===== config.mk =====
export PLATFORM = sky130hd
export DESIGN_NAME = key_debounce_short_long_press_flat
export DESIGN_NICKNAME = d
export VERILOG_FILES = /design/src/rtl/core/kdsl_pkg.sv /design/src/rtl/core/kdsl_in_if.sv /design/src/rtl/core/kdsl_out_if.sv /design/src/rtl/core/key_debounce_short_long_press.sv /design/src/rtl/core/kdsl_lane.sv /design/src/rtl/core/kdsl_merge.sv /design/src/flat_wrapper.sv
export VERILOG_INCLUDE_DIRS = /design/src /design/src/rtl/core
export SDC_FILE = /design/constraint.sdc
export NUM_CORES = 1
export LEC_CHECK = 0
export ABC_AREA = 1
export BUFFER_PORTS_ARGS = -buffer_cell sky130_fd_sc_hd__buf_2
export CAP_MARGIN = 30
export CORE_ASPECT_RATIO = 1.2
export CORE_UTILIZATION = 60
export CTS_BUF_LIST = sky130_fd_sc_hd__clkbuf_8
export CTS_CLUSTER_SIZE = 12
export DETAILED_ROUTE_END_ITERATION = 12
export GPL_TIMING_DRIVEN = 0
export PLACE_DENSITY = 0.78
export SYNTH_ARGS = -nofsm -noshare
export SYNTH_HDL_FRONTEND = slang
export SYNTH_SLANG_ARGS = --single-unit

===== constraint.sdc =====
create_clock -name i_clk -period 16.56 [get_ports i_clk]
set_clock_uncertainty 0.2 [all_clocks]
set_input_delay 3.312 -clock i_clk [delete_from_list [all_inputs] [get_ports i_clk]]
set_output_delay 3.312 -clock i_clk [all_outputs]
set_load 0.03 [all_outputs]

===== src/rtl/core/assert_macros.svh =====
// Concurrent assertion helpers shared by the RTL.
`ifndef ASSERT_MACROS_SVH
`define ASSERT_MACROS_SVH

`ifndef NO_ASSERTIONS

// Checked at every rising edge while reset is released.
`define KDSL_ASSERT(lbl, clk, rst_n, prop, msg) \
    lbl: assert property (@(posedge clk) disable iff (!(rst_n)) prop) else $error(msg);

// Checked at every rising edge, reset included.
`define KDSL_ASSERT_ALWAYS(lbl, clk, prop, msg) \
    lbl: assert property (@(posedge clk) prop) else $error(msg);

`else

`define KDSL_ASSERT(lbl, clk, rst_n, prop, msg)
`define KDSL_ASSERT_ALWAYS(lbl, clk, prop, msg)

`endif

`endif


===== src/rtl/core/kdsl_pkg.sv =====
`default_nettype none

package kdsl_pkg;

    localparam int NUM_KEYS  = 4;
    localparam int KEY_W     = NUM_KEYS;
    localparam int LONG_W    = 2;
    localparam int STAMP_W   = 32;
    localparam int CNT_W     = 8;
    localparam int MENU_W    = 8;
    localparam int DEB_W     = 8;
    localparam int LONG_T_W  = 32;
    localparam int CFG_IDX_W = 2;
    localparam int CFG_DATA_W = 32;

    // Configuration register indexes.
    localparam logic [CFG_IDX_W-1:0] CFG_DEBOUNCE   = 2'd0;
    localparam logic [CFG_IDX_W-1:0] CFG_LONG_PRESS = 2'd1;

    localparam logic [DEB_W-1:0]    DEBOUNCE_RESET   = 8'd5;
    localparam logic [LONG_T_W-1:0] LONG_PRESS_RESET = 32'd1000;
    localparam logic [MENU_W-1:0]   CURSOR_RESET     = 8'd1;

    // Key roles by position in the key_levels word.
    localparam int KEY_RETURN = 0;
    localparam int KEY_SELECT = 1;
    localparam int KEY_UP     = 2;
    localparam int KEY_DOWN   = 3;

    typedef struct packed {
        logic short_press;
        logic long_press;
    } t_lane_evt;

    typedef struct packed {
        logic [KEY_W-1:0]  short_events;
        logic [LONG_W-1:0] long_events;
        logic              return_request;
        logic [MENU_W-1:0] select_count;
        logic [MENU_W-1:0] cursor;
        logic [MENU_W-1:0] add_count;
        logic [MENU_W-1:0] sub_count;
    } t_result;

endpackage

`default_nettype wire


===== src/rtl/core/kdsl_in_if.sv =====
`default_nettype none

interface kdsl_in_if;
    logic                        valid;
    logic                        ready;
    logic [kdsl_pkg::KEY_W-1:0]   key_levels;
    logic [kdsl_pkg::STAMP_W-1:0] time_now;

    modport source (output valid, output key_levels, output time_now, input ready);
    modport sink   (input valid, input key_levels, input time_now, output ready);
endinterface

`default_nettype wire


===== src/rtl/core/kdsl_out_if.sv =====
`default_nettype none

interface kdsl_out_if;
    logic                        valid;
    logic                        ready;
    logic [kdsl_pkg::KEY_W-1:0]  short_events;
    logic [kdsl_pkg::LONG_W-1:0] long_events;
    logic                        return_request;
    logic [kdsl_pkg::MENU_W-1:0] select_count;
    logic [kdsl_pkg::MENU_W-1:0] cursor;
    logic [kdsl_pkg::MENU_W-1:0] add_count;
    logic [kdsl_pkg::MENU_W-1:0] sub_count;

    modport source (
        output valid, output short_events, output long_events, output return_request,
        output select_count, output cursor, output add_count, output sub_count,
        input ready
    );
    modport sink (
        input valid, input short_events, input long_events, input return_request,
        input select_count, input cursor, input add_count, input sub_count,
        output ready
    );
endinterface

`default_nettype wire


===== src/rtl/core/key_debounce_short_long_press.sv =====
// Four-key debouncer with short and long press detection and menu counters.
// Input channel i_in: one beat per scan tick, carrying the four active-low key
// levels and a wrapping timestamp. Output channel o_out: exactly one beat per
// input beat, carrying this scan's short and long press flags and the menu
// registers (return flag, select count, cursor, add and sub counts) after it.
// Configuration: i_cfg_we writes i_cfg_wdata to register i_cfg_index
// (0 debounce ticks, 1 long press ticks); other indexes are ignored.
// The result is registered: a beat accepted at an edge is presented on o_out
// after that edge. Throughput is one beat per cycle unless o_out stalls; all
// four keys are evaluated by parallel lanes in the same cycle, and the slowest
// path is each lane's timestamp subtract and compare feeding the menu counters.
// A single output register separates the channels: while a result waits, a
// new beat is taken in the same cycle that the waiting one is taken.
// If the receiver stalls with a result pending, i_in.ready drops and key
// state is held. Reset (synchronous) returns all keys to released, clears the
// counters, sets the cursor to one, restores the configuration defaults and
// empties the output register; no beat is accepted while reset is held.
`default_nettype none

module key_debounce_short_long_press #(
    parameter int TIME_BITS = 32
) (
    input  wire logic                                i_clk,
    input  wire logic                                i_rst_n,
    kdsl_in_if.sink                                  i_in,
    kdsl_out_if.source                               o_out,
    input  wire logic                                i_cfg_we,
    input  wire logic [kdsl_pkg::CFG_IDX_W-1:0]      i_cfg_index,
    input  wire logic [kdsl_pkg::CFG_DATA_W-1:0]     i_cfg_wdata
);

    logic [kdsl_pkg::DEB_W-1:0]    r_debounce;
    logic [kdsl_pkg::LONG_T_W-1:0] r_long_ticks;
    logic                          r_out_valid;
    kdsl_pkg::t_result             r_out;
    kdsl_pkg::t_result             merged;
    kdsl_pkg::t_lane_evt [kdsl_pkg::NUM_KEYS-1:0] lane_evt;
    logic                          accept;

    assign i_in.ready = i_rst_n && (!r_out_valid || o_out.ready);
    assign accept     = i_in.valid && i_in.ready;

    always_ff @(posedge i_clk) begin
        if (!i_rst_n) begin
            r_debounce   <= kdsl_pkg::DEBOUNCE_RESET;
            r_long_ticks <= kdsl_pkg::LONG_PRESS_RESET;
        end else if (i_cfg_we) begin
            unique case (i_cfg_index)
                kdsl_pkg::CFG_DEBOUNCE:   r_debounce   <= i_cfg_wdata[kdsl_pkg::DEB_W-1:0];
                kdsl_pkg::CFG_LONG_PRESS: r_long_ticks <= i_cfg_wdata[kdsl_pkg::LONG_T_W-1:0];
                default: ;
            endcase
        end
    end

    for (genvar k = 0; k < kdsl_pkg::NUM_KEYS; k++) begin : g_lane
        kdsl_lane #(
            .TIME_BITS (TIME_BITS)
        ) u_lane (
            .i_clk        (i_clk),
            .i_rst_n      (i_rst_n),
            .i_en         (accept),
            .i_level      (i_in.key_levels[k]),
            .i_time_now   (i_in.time_now),
            .i_debounce   (r_debounce),
            .i_long_ticks (r_long_ticks),
            .o_evt        (lane_evt[k])
        );
    end

    kdsl_merge u_merge (
        .i_clk    (i_clk),
        .i_rst_n  (i_rst_n),
        .i_en     (accept),
        .i_evt    (lane_evt),
        .o_result (merged)
    );

    always_ff @(posedge i_clk) begin
        if (!i_rst_n) begin
            r_out_valid <= 1'b0;
        end else if (accept) begin
            r_out_valid <= 1'b1;
        end else if (o_out.ready) begin
            r_out_valid <= 1'b0;
        end
    end

    always_ff @(posedge i_clk) begin
        if (accept) begin
            r_out <= merged;
        end
    end

    assign o_out.valid          = r_out_valid;
    assign o_out.short_events   = r_out.short_events;
    assign o_out.long_events    = r_out.long_events;
    assign o_out.return_request = r_out.return_request;
    assign o_out.select_count   = r_out.select_count;
    assign o_out.cursor         = r_out.cursor;
    assign o_out.add_count      = r_out.add_count;
    assign o_out.sub_count      = r_out.sub_count;

`include "assert_macros.svh"

    `KDSL_ASSERT(a_accept_gives_beat, i_clk, i_rst_n, accept |=> r_out_valid, "accepted scan produced no result beat")
    `KDSL_ASSERT(a_no_short_and_long, i_clk, i_rst_n, r_out_valid |-> !(r_out.short_events[kdsl_pkg::KEY_UP] && r_out.long_events[0]) && !(r_out.short_events[kdsl_pkg::KEY_DOWN] && r_out.long_events[1]), "key gave short and long press in one scan")
    `KDSL_ASSERT(a_cursor_still, i_clk, i_rst_n, accept && (lane_evt[kdsl_pkg::KEY_UP].short_press == lane_evt[kdsl_pkg::KEY_DOWN].short_press) |-> (merged.cursor == r_out.cursor || !r_out_valid || merged.cursor == u_merge.r_cursor), "cursor moved without a single cursor key press")
    `KDSL_ASSERT_ALWAYS(a_no_accept_in_reset, i_clk, !i_rst_n |-> !accept, "scan accepted while in reset")

endmodule

`default_nettype wire


===== src/rtl/core/kdsl_lane.sv =====
`default_nettype none

module kdsl_lane #(
    parameter int TIME_BITS = 32
) (
    input  wire logic                             i_clk,
    input  wire logic                             i_rst_n,
    input  wire logic                             i_en,
    input  wire logic                             i_level,
    input  wire logic [kdsl_pkg::STAMP_W-1:0]     i_time_now,
    input  wire logic [kdsl_pkg::DEB_W-1:0]       i_debounce,
    input  wire logic [kdsl_pkg::LONG_T_W-1:0]    i_long_ticks,
    output kdsl_pkg::t_lane_evt                   o_evt
);

    localparam int CMP_W = (TIME_BITS > kdsl_pkg::LONG_T_W) ? TIME_BITS : kdsl_pkg::LONG_T_W;
    localparam logic [kdsl_pkg::CNT_W-1:0] CNT_MAX = '1;

    typedef enum logic [1:0] {
        PH_RELEASED = 2'b00,
        PH_PRESSED  = 2'b01,
        PH_LONG     = 2'b11
    } t_phase;

    t_phase                       r_phase, n_phase;
    logic [kdsl_pkg::CNT_W-1:0]   r_cnt, n_cnt;
    logic [TIME_BITS-1:0]         r_press_time, n_press_time;
    logic [TIME_BITS-1:0]         now_t;
    logic [TIME_BITS-1:0]         held;
    logic [CMP_W-1:0]             held_ext;
    logic [CMP_W-1:0]             long_ext;

    assign now_t    = TIME_BITS'(i_time_now);
    assign held     = now_t - r_press_time;
    assign held_ext = CMP_W'(held);
    assign long_ext = CMP_W'(i_long_ticks);

    always_comb begin
        n_phase      = r_phase;
        n_cnt        = r_cnt;
        n_press_time = r_press_time;
        o_evt        = '0;
        if (!i_level) begin
            n_cnt = (r_cnt == CNT_MAX) ? r_cnt : r_cnt + 8'd1;
            // A debounce setting of zero confirms on the first low scan.
            if (n_cnt >= i_debounce) begin
                unique case (r_phase)
                    PH_RELEASED: begin
                        n_phase      = PH_PRESSED;
                        n_press_time = now_t;
                    end
                    PH_PRESSED: begin
                        if (held_ext >= long_ext) begin
                            n_phase         = PH_LONG;
                            o_evt.long_press = 1'b1;
                        end
                    end
                    PH_LONG: begin
                        n_phase = PH_LONG;
                    end
                    default: begin
                        n_phase = PH_RELEASED;
                    end
                endcase
            end
        end else begin
            n_cnt = '0;
            // Release after a long press is silent.
            if (r_phase == PH_PRESSED) begin
                o_evt.short_press = 1'b1;
            end
            n_phase = PH_RELEASED;
        end
    end

    always_ff @(posedge i_clk) begin
        if (!i_rst_n) begin
            r_phase <= PH_RELEASED;
            r_cnt   <= '0;
        end else if (i_en) begin
            r_phase <= n_phase;
            r_cnt   <= n_cnt;
        end
    end

    always_ff @(posedge i_clk) begin
        if (i_en) begin
            r_press_time <= n_press_time;
        end
    end

endmodule

`default_nettype wire


===== src/rtl/core/kdsl_merge.sv =====
`default_nettype none

module kdsl_merge (
    input  wire logic                                        i_clk,
    input  wire logic                                        i_rst_n,
    input  wire logic                                        i_en,
    input  wire kdsl_pkg::t_lane_evt [kdsl_pkg::NUM_KEYS-1:0] i_evt,
    output kdsl_pkg::t_result                                o_result
);

    logic                        r_return, n_return;
    logic [kdsl_pkg::MENU_W-1:0] r_select, n_select;
    logic [kdsl_pkg::MENU_W-1:0] r_cursor, n_cursor;
    logic [kdsl_pkg::MENU_W-1:0] r_add, n_add;
    logic [kdsl_pkg::MENU_W-1:0] r_sub, n_sub;
    logic [kdsl_pkg::KEY_W-1:0]  shorts;
    logic [kdsl_pkg::LONG_W-1:0] longs;

    always_comb begin
        for (int k = 0; k < kdsl_pkg::NUM_KEYS; k++) begin
            shorts[k] = i_evt[k].short_press;
        end
        // Long presses of the return and select keys carry no event.
        longs = {i_evt[kdsl_pkg::KEY_DOWN].long_press, i_evt[kdsl_pkg::KEY_UP].long_press};
    end

    always_comb begin
        n_return = r_return | shorts[kdsl_pkg::KEY_RETURN];
        n_select = r_select + {7'd0, shorts[kdsl_pkg::KEY_SELECT]};
        n_add    = r_add + {7'd0, longs[0]};
        n_sub    = r_sub + {7'd0, longs[1]};
        // Up and down in the same beat cancel out.
        case ({shorts[kdsl_pkg::KEY_DOWN], shorts[kdsl_pkg::KEY_UP]})
            2'b01:   n_cursor = r_cursor + 8'd1;
            2'b10:   n_cursor = r_cursor - 8'd1;
            default: n_cursor = r_cursor;
        endcase
    end

    always_comb begin
        o_result.short_events   = shorts;
        o_result.long_events    = longs;
        o_result.return_request = n_return;
        o_result.select_count   = n_select;
        o_result.cursor         = n_cursor;
        o_result.add_count      = n_add;
        o_result.sub_count      = n_sub;
    end

    always_ff @(posedge i_clk) begin
        if (!i_rst_n) begin
            r_return <= 1'b0;
            r_select <= '0;
            r_cursor <= kdsl_pkg::CURSOR_RESET;
            r_add    <= '0;
            r_sub    <= '0;
        end else if (i_en) begin
            r_return <= n_return;
            r_select <= n_select;
            r_cursor <= n_cursor;
            r_add    <= n_add;
            r_sub    <= n_sub;
        end
    end

endmodule

`default_nettype wire

===== src/flat_wrapper.sv =====
// flat-port wrapper written by rule: the top's interface ports become plain ports
module key_debounce_short_long_press_flat 
#(
    parameter int TIME_BITS = 32
)
  (i_clk, i_rst_n, i_cfg_we, i_cfg_index, i_cfg_wdata, i_in_valid, i_in_key_levels, i_in_time_now, i_in_ready, o_out_valid, o_out_short_events, o_out_long_events, o_out_return_request, o_out_select_count, o_out_cursor, o_out_add_count, o_out_sub_count, o_out_ready);
  kdsl_in_if i_in_i ();
  kdsl_out_if o_out_i ();
  input  wire logic i_clk;
  input  wire logic i_rst_n;
  input  wire logic i_cfg_we;
  input  wire logic [kdsl_pkg::CFG_IDX_W-1:0] i_cfg_index;
  input  wire logic [kdsl_pkg::CFG_DATA_W-1:0] i_cfg_wdata;
  input wire logic [$bits(i_in_i.valid)-1:0] i_in_valid;
  input wire logic [$bits(i_in_i.key_levels)-1:0] i_in_key_levels;
  input wire logic [$bits(i_in_i.time_now)-1:0] i_in_time_now;
  output wire logic [$bits(i_in_i.ready)-1:0] i_in_ready;
  output wire logic [$bits(o_out_i.valid)-1:0] o_out_valid;
  output wire logic [$bits(o_out_i.short_events)-1:0] o_out_short_events;
  output wire logic [$bits(o_out_i.long_events)-1:0] o_out_long_events;
  output wire logic [$bits(o_out_i.return_request)-1:0] o_out_return_request;
  output wire logic [$bits(o_out_i.select_count)-1:0] o_out_select_count;
  output wire logic [$bits(o_out_i.cursor)-1:0] o_out_cursor;
  output wire logic [$bits(o_out_i.add_count)-1:0] o_out_add_count;
  output wire logic [$bits(o_out_i.sub_count)-1:0] o_out_sub_count;
  input wire logic [$bits(o_out_i.ready)-1:0] o_out_ready;
  assign i_in_i.valid = i_in_valid;
  assign i_in_i.key_levels = i_in_key_levels;
  assign i_in_i.time_now = i_in_time_now;
  assign i_in_ready = i_in_i.ready;
  assign o_out_valid = o_out_i.valid;
  assign o_out_short_events = o_out_i.short_events;
  assign o_out_long_events = o_out_i.long_events;
  assign o_out_return_request = o_out_i.return_request;
  assign o_out_select_count = o_out_i.select_count;
  assign o_out_cursor = o_out_i.cursor;
  assign o_out_add_count = o_out_i.add_count;
  assign o_out_sub_count = o_out_i.sub_count;
  assign o_out_i.ready = o_out_ready;
  key_debounce_short_long_press #(.TIME_BITS(TIME_BITS)) u_core (.i_clk(i_clk), .i_rst_n(i_rst_n), .i_in(i_in_i), .o_out(o_out_i), .i_cfg_we(i_cfg_we), .i_cfg_index(i_cfg_index), .i_cfg_wdata(i_cfg_wdata));
endmodule

==> metrics.txt <==
status finished, final reports clean; Clk Latency, worst-skew pair 0.60 ns; cell seen most often among critical-path stages sky130_fd_sc_hd__nand2_1; routability congestion estimate from global placement 0.9689; arrival time at the worst endpoint 8.42 ns; total number of yosys warnings 0; setup repair after global routing missed its margin no; proportion of register bits with asynchronous set or reset after synthesis 0%; number of hold violations in the final report 0; iteration count of the initial detailed-routing pass 6; number of storage elements in the synthesis netlist 281; maximum root-to-sink buffer count 3; GRT overflow 0; area growth from synthesis to layout 10.84%; CTS tree built; Placement Rows 75; PwrDens 76.68 nW/um^2; Post-Place Cells 3261; hold buffer count at CTS 0; startpoint type of the worst setup path input port; DIE AREA 36380 sq um; Setup Crit Path Kind in -> reg; total leakage power 11.16 nW; number of inserted filler cells in the final layout 2959; utilization after layout 67.67%; clock tree root buffer cell sky130_fd_sc_hd__clkbuf_8; WHS 0.2631 ns; total power draw 1.816 mW; total via count in the routed design 18940; count of buffering cells on the critical path with inverters included 4; routed wire length 57750 um; Antenna diodes 0; Largest delay share family, worst path simple AND/OR/NAND/NOR gates; number of global-route vias before repair 18870; max capacitance violation total 0; number of nets with antenna violations after detailed routing 0; number of sinks handled by clock tree synthesis 281; CP endpoint kind flop; cell taking the most area after synthesis sky130_fd_sc_hd__edfxtp_1; setup bufs post-CTS 0; largest vdd supply drop 59.33 uV; number of I/O pins 116; share of post-route cells with drive strength above 1 9.302%; top-area cell type share of the netlist area 23.47%; Routed WL per cell 17.22 um; WP data required 16.69 ns; htree depth 2; area of the mapped netlist 21370 sq um; initial DRC count 1067; final worst path period share 50.11%; commonest non-fill, non-tap cell in the layout sky130_fd_sc_hd__nand2_1; Pins Over Slew Limit 0; clock slew seen by the registers of the worst setup and hold paths 0.06 ns; master of the slowest instance on the critical path sky130_fd_sc_hd__a211oi_1; Die H 208.7 um; final sum of negative setup slack 0 ns; CTS-repair resized insts 0; largest net degree at the start of global routing 49; share of synthesized area occupied by flip-flops and latches 34.15%; number of non-filler instances in the completed layout 3354; number of buffers inserted by port buffering 114; number of cells produced by synthesis 2676; initial antenna violation count 0; core outline area 35000 sq um; Post-route DRC 0; count of flip-flops with a built-in enable after synthesis 167; highest-count cells in the layout ignoring fill and taps sky130_fd_sc_hd__nand2_1, sky130_fd_sc_hd__inv_1, sky130_fd_sc_hd__ha_1; starting density of the core 61.05%; average via count per standard cell 5.647; global-route wire length before repair 90690 um; Setup-failing EPs final 0; Area contributors post-synth sky130_fd_sc_hd__edfxtp_1, sky130_fd_sc_hd__ha_1, sky130_fd_sc_hd__dfxtp_1; Primary FF master, synth sky130_fd_sc_hd__edfxtp_1; final net count 3232; maximum frequency from static timing analysis 120.5 MHz; mean post-synth cell area 7.986 sq um; Max-slew headroom 30.27%; kind of path behind the tightest hold check reg -> reg; Crit Path Max Fanout 5; post-synthesis net count 3057; Die X-Extent 174.3 um; maximum cell stage delay along the critical path 0.61 ns; clock period minus final worst setup slack 8.298 ns; number of distinct library cells after synthesis 55; dpl hpwl 47300 um; global-route usage over all layers 31.58%; TritonCTS Buffers 50; Slew @ Worst Pin 1.037 ns
[cells in the mapped netlist, types with 3 or more instances]
cell and n:
sky130_fd_sc_hd__a211oi_1 6, sky130_fd_sc_hd__a21boi_0 4, sky130_fd_sc_hd__a21boi_2 3, sky130_fd_sc_hd__a21o_1 20, sky130_fd_sc_hd__a21oi_1 267, sky130_fd_sc_hd__a21oi_2 12
sky130_fd_sc_hd__a221oi_1 5, sky130_fd_sc_hd__a22o_1 7, sky130_fd_sc_hd__a31oi_1 21, sky130_fd_sc_hd__buf_2 9, sky130_fd_sc_hd__clkbuf_1 17, sky130_fd_sc_hd__dfxtp_1 114
sky130_fd_sc_hd__edfxtp_1 167, sky130_fd_sc_hd__fa_1 5, sky130_fd_sc_hd__ha_1 301, sky130_fd_sc_hd__inv_1 407, sky130_fd_sc_hd__inv_2 6, sky130_fd_sc_hd__nand2_1 535
sky130_fd_sc_hd__nand2_2 12, sky130_fd_sc_hd__nand3_1 87, sky130_fd_sc_hd__nand3_2 8, sky130_fd_sc_hd__nand4_1 33, sky130_fd_sc_hd__nor2_1 194, sky130_fd_sc_hd__nor3_1 34
sky130_fd_sc_hd__nor3_2 4, sky130_fd_sc_hd__nor4_1 13, sky130_fd_sc_hd__o211ai_1 10, sky130_fd_sc_hd__o21a_1 15, sky130_fd_sc_hd__o21ai_0 135, sky130_fd_sc_hd__o21ai_1 12
sky130_fd_sc_hd__o21ai_2 4, sky130_fd_sc_hd__o21bai_1 15, sky130_fd_sc_hd__o31ai_1 8, sky130_fd_sc_hd__xnor2_1 35, sky130_fd_sc_hd__xor2_1 123
[where the power goes]
group / internal, mW / total [mW] / switching [mW]
sequential: 0.754 / 0.759 / 0.00534
combinational: 0.135 / 0.383 / 0.248
clock: 0.379 / 0.674 / 0.295
[worst reg2reg max path, stage by stage, from the launching register on]
cell,delay [ns]
sky130_fd_sc_hd__edfxtp_1,0.32
sky130_fd_sc_hd__ha_1,0.14
sky130_fd_sc_hd__inv_1,0.08
sky130_fd_sc_hd__fa_1,0.40
sky130_fd_sc_hd__nand3_1,0.10
sky130_fd_sc_hd__nand2_1,0.08
sky130_fd_sc_hd__nand3_1,0.12
sky130_fd_sc_hd__nand2_1,0.19
sky130_fd_sc_hd__a21oi_2,0.33
sky130_fd_sc_hd__nand3b_1,0.22
sky130_fd_sc_hd__nand2_1,0.08
sky130_fd_sc_hd__nand2_1,0.07
sky130_fd_sc_hd__nand2_1,0.07
sky130_fd_sc_hd__ha_1,0.28
sky130_fd_sc_hd__nand2_1,0.07
sky130_fd_sc_hd__nor2_1,0.19
sky130_fd_sc_hd__nand2_1,0.16
sky130_fd_sc_hd__nor2_1,0.18
sky130_fd_sc_hd__nand2_1,0.16
sky130_fd_sc_hd__a211oi_1,0.61
sky130_fd_sc_hd__ha_1,0.27
sky130_fd_sc_hd__nand2_1,0.07
sky130_fd_sc_hd__nor2_1,0.21
sky130_fd_sc_hd__inv_1,0.09
sky130_fd_sc_hd__nor3_1,0.31
sky130_fd_sc_hd__nand2_1,0.12
sky130_fd_sc_hd__xor2_1,0.17
[per-layer routing]
metal / global-route usage, % / share of wire (%) / wire length [um]
met1: 34.77 / 39 / 22790
met5: 0 / 0 / 0
met3: 3.785 / 4.8 / 2751
met4: 16.18 / 4.9 / 2816
met2: 59.03 / 51 / 29400
[state kept, by name (all words and copies together) (netlist names), 8 cells and up]
name and count:
u_core.g_lane.u_lane.r_press_time 128, u_core.g_lane.u_lane.r_cnt 32, u_core.r_long_ticks 32, u_core.g_lane.u_lane.r_phase 8, u_core.o_out.add_count 8, u_core.o_out.cursor 8, u_core.o_out.select_count 8, u_core.o_out.sub_count 8
u_core.r_debounce 8, u_core.u_merge.r_add 8, u_core.u_merge.r_cursor 8, u_core.u_merge.r_select 8, u_core.u_merge.r_sub 8
[metrics by stage]
step / instance area [sq um] / setup slack [ns]
after detailed placement: 22640 / 7.768
after floorplan: 21370 / 8.567
after CTS: 23690 / 8.361
after global placement: 22520 / 6.246
after global routing: 23690 / 7.810
final: 23690 / 8.262
[logic make-up after synthesis]
group,Yosys count,share of synthesized area (%)
and+or+nand+nor,930,18.32
DFF,281,34.15
xor gates and xnor gates,158,6.475
buffers and inverters,441,7.799
AOI/OAI and AO/OA,559,15.12
adders and majority gates,306,18.09
muxes,1,0.05269
[path summary, 6_finish.rpt]
kind	startpoint	slack, ns	end	cells past startpoint
max	i_in_time_now[0]	8.26	u_core.o_out.add_count[7]$_DFFE_PP_	28
min	u_core.u_merge.r_return$_SDFFE_PN0P_	0.26	u_core.u_merge.r_return$_SDFFE_PN0P_	2
max reg2reg	u_core.g_lane[2].u_lane.r_press_time[0]$_DFFE_PP_	10.99	u_core.o_out.add_count[7]$_DFFE_PP_	26
min reg2reg	u_core.u_merge.r_return$_SDFFE_PN0P_	0.26	u_core.u_merge.r_return$_SDFFE_PN0P_	2
[final cells by class]
type / instances / area (sq um) / area share (%)
Buffer: 28 / 116.4 / 0.4912
Clock buffer: 61 / 839.6 / 3.544
Clock inverter: 32 / 209.0 / 0.8821
Inverter: 413 / 1550 / 6.544
Multi-Input combinational cell: 1954 / 12420 / 52.43
Sequential cell: 281 / 7297 / 30.81
Tap cell: 462 / 578.1 / 2.440
Timing Repair Buffer: 123 / 678.2 / 2.863
Note: power is estimated with default switching activity, not from simulation.
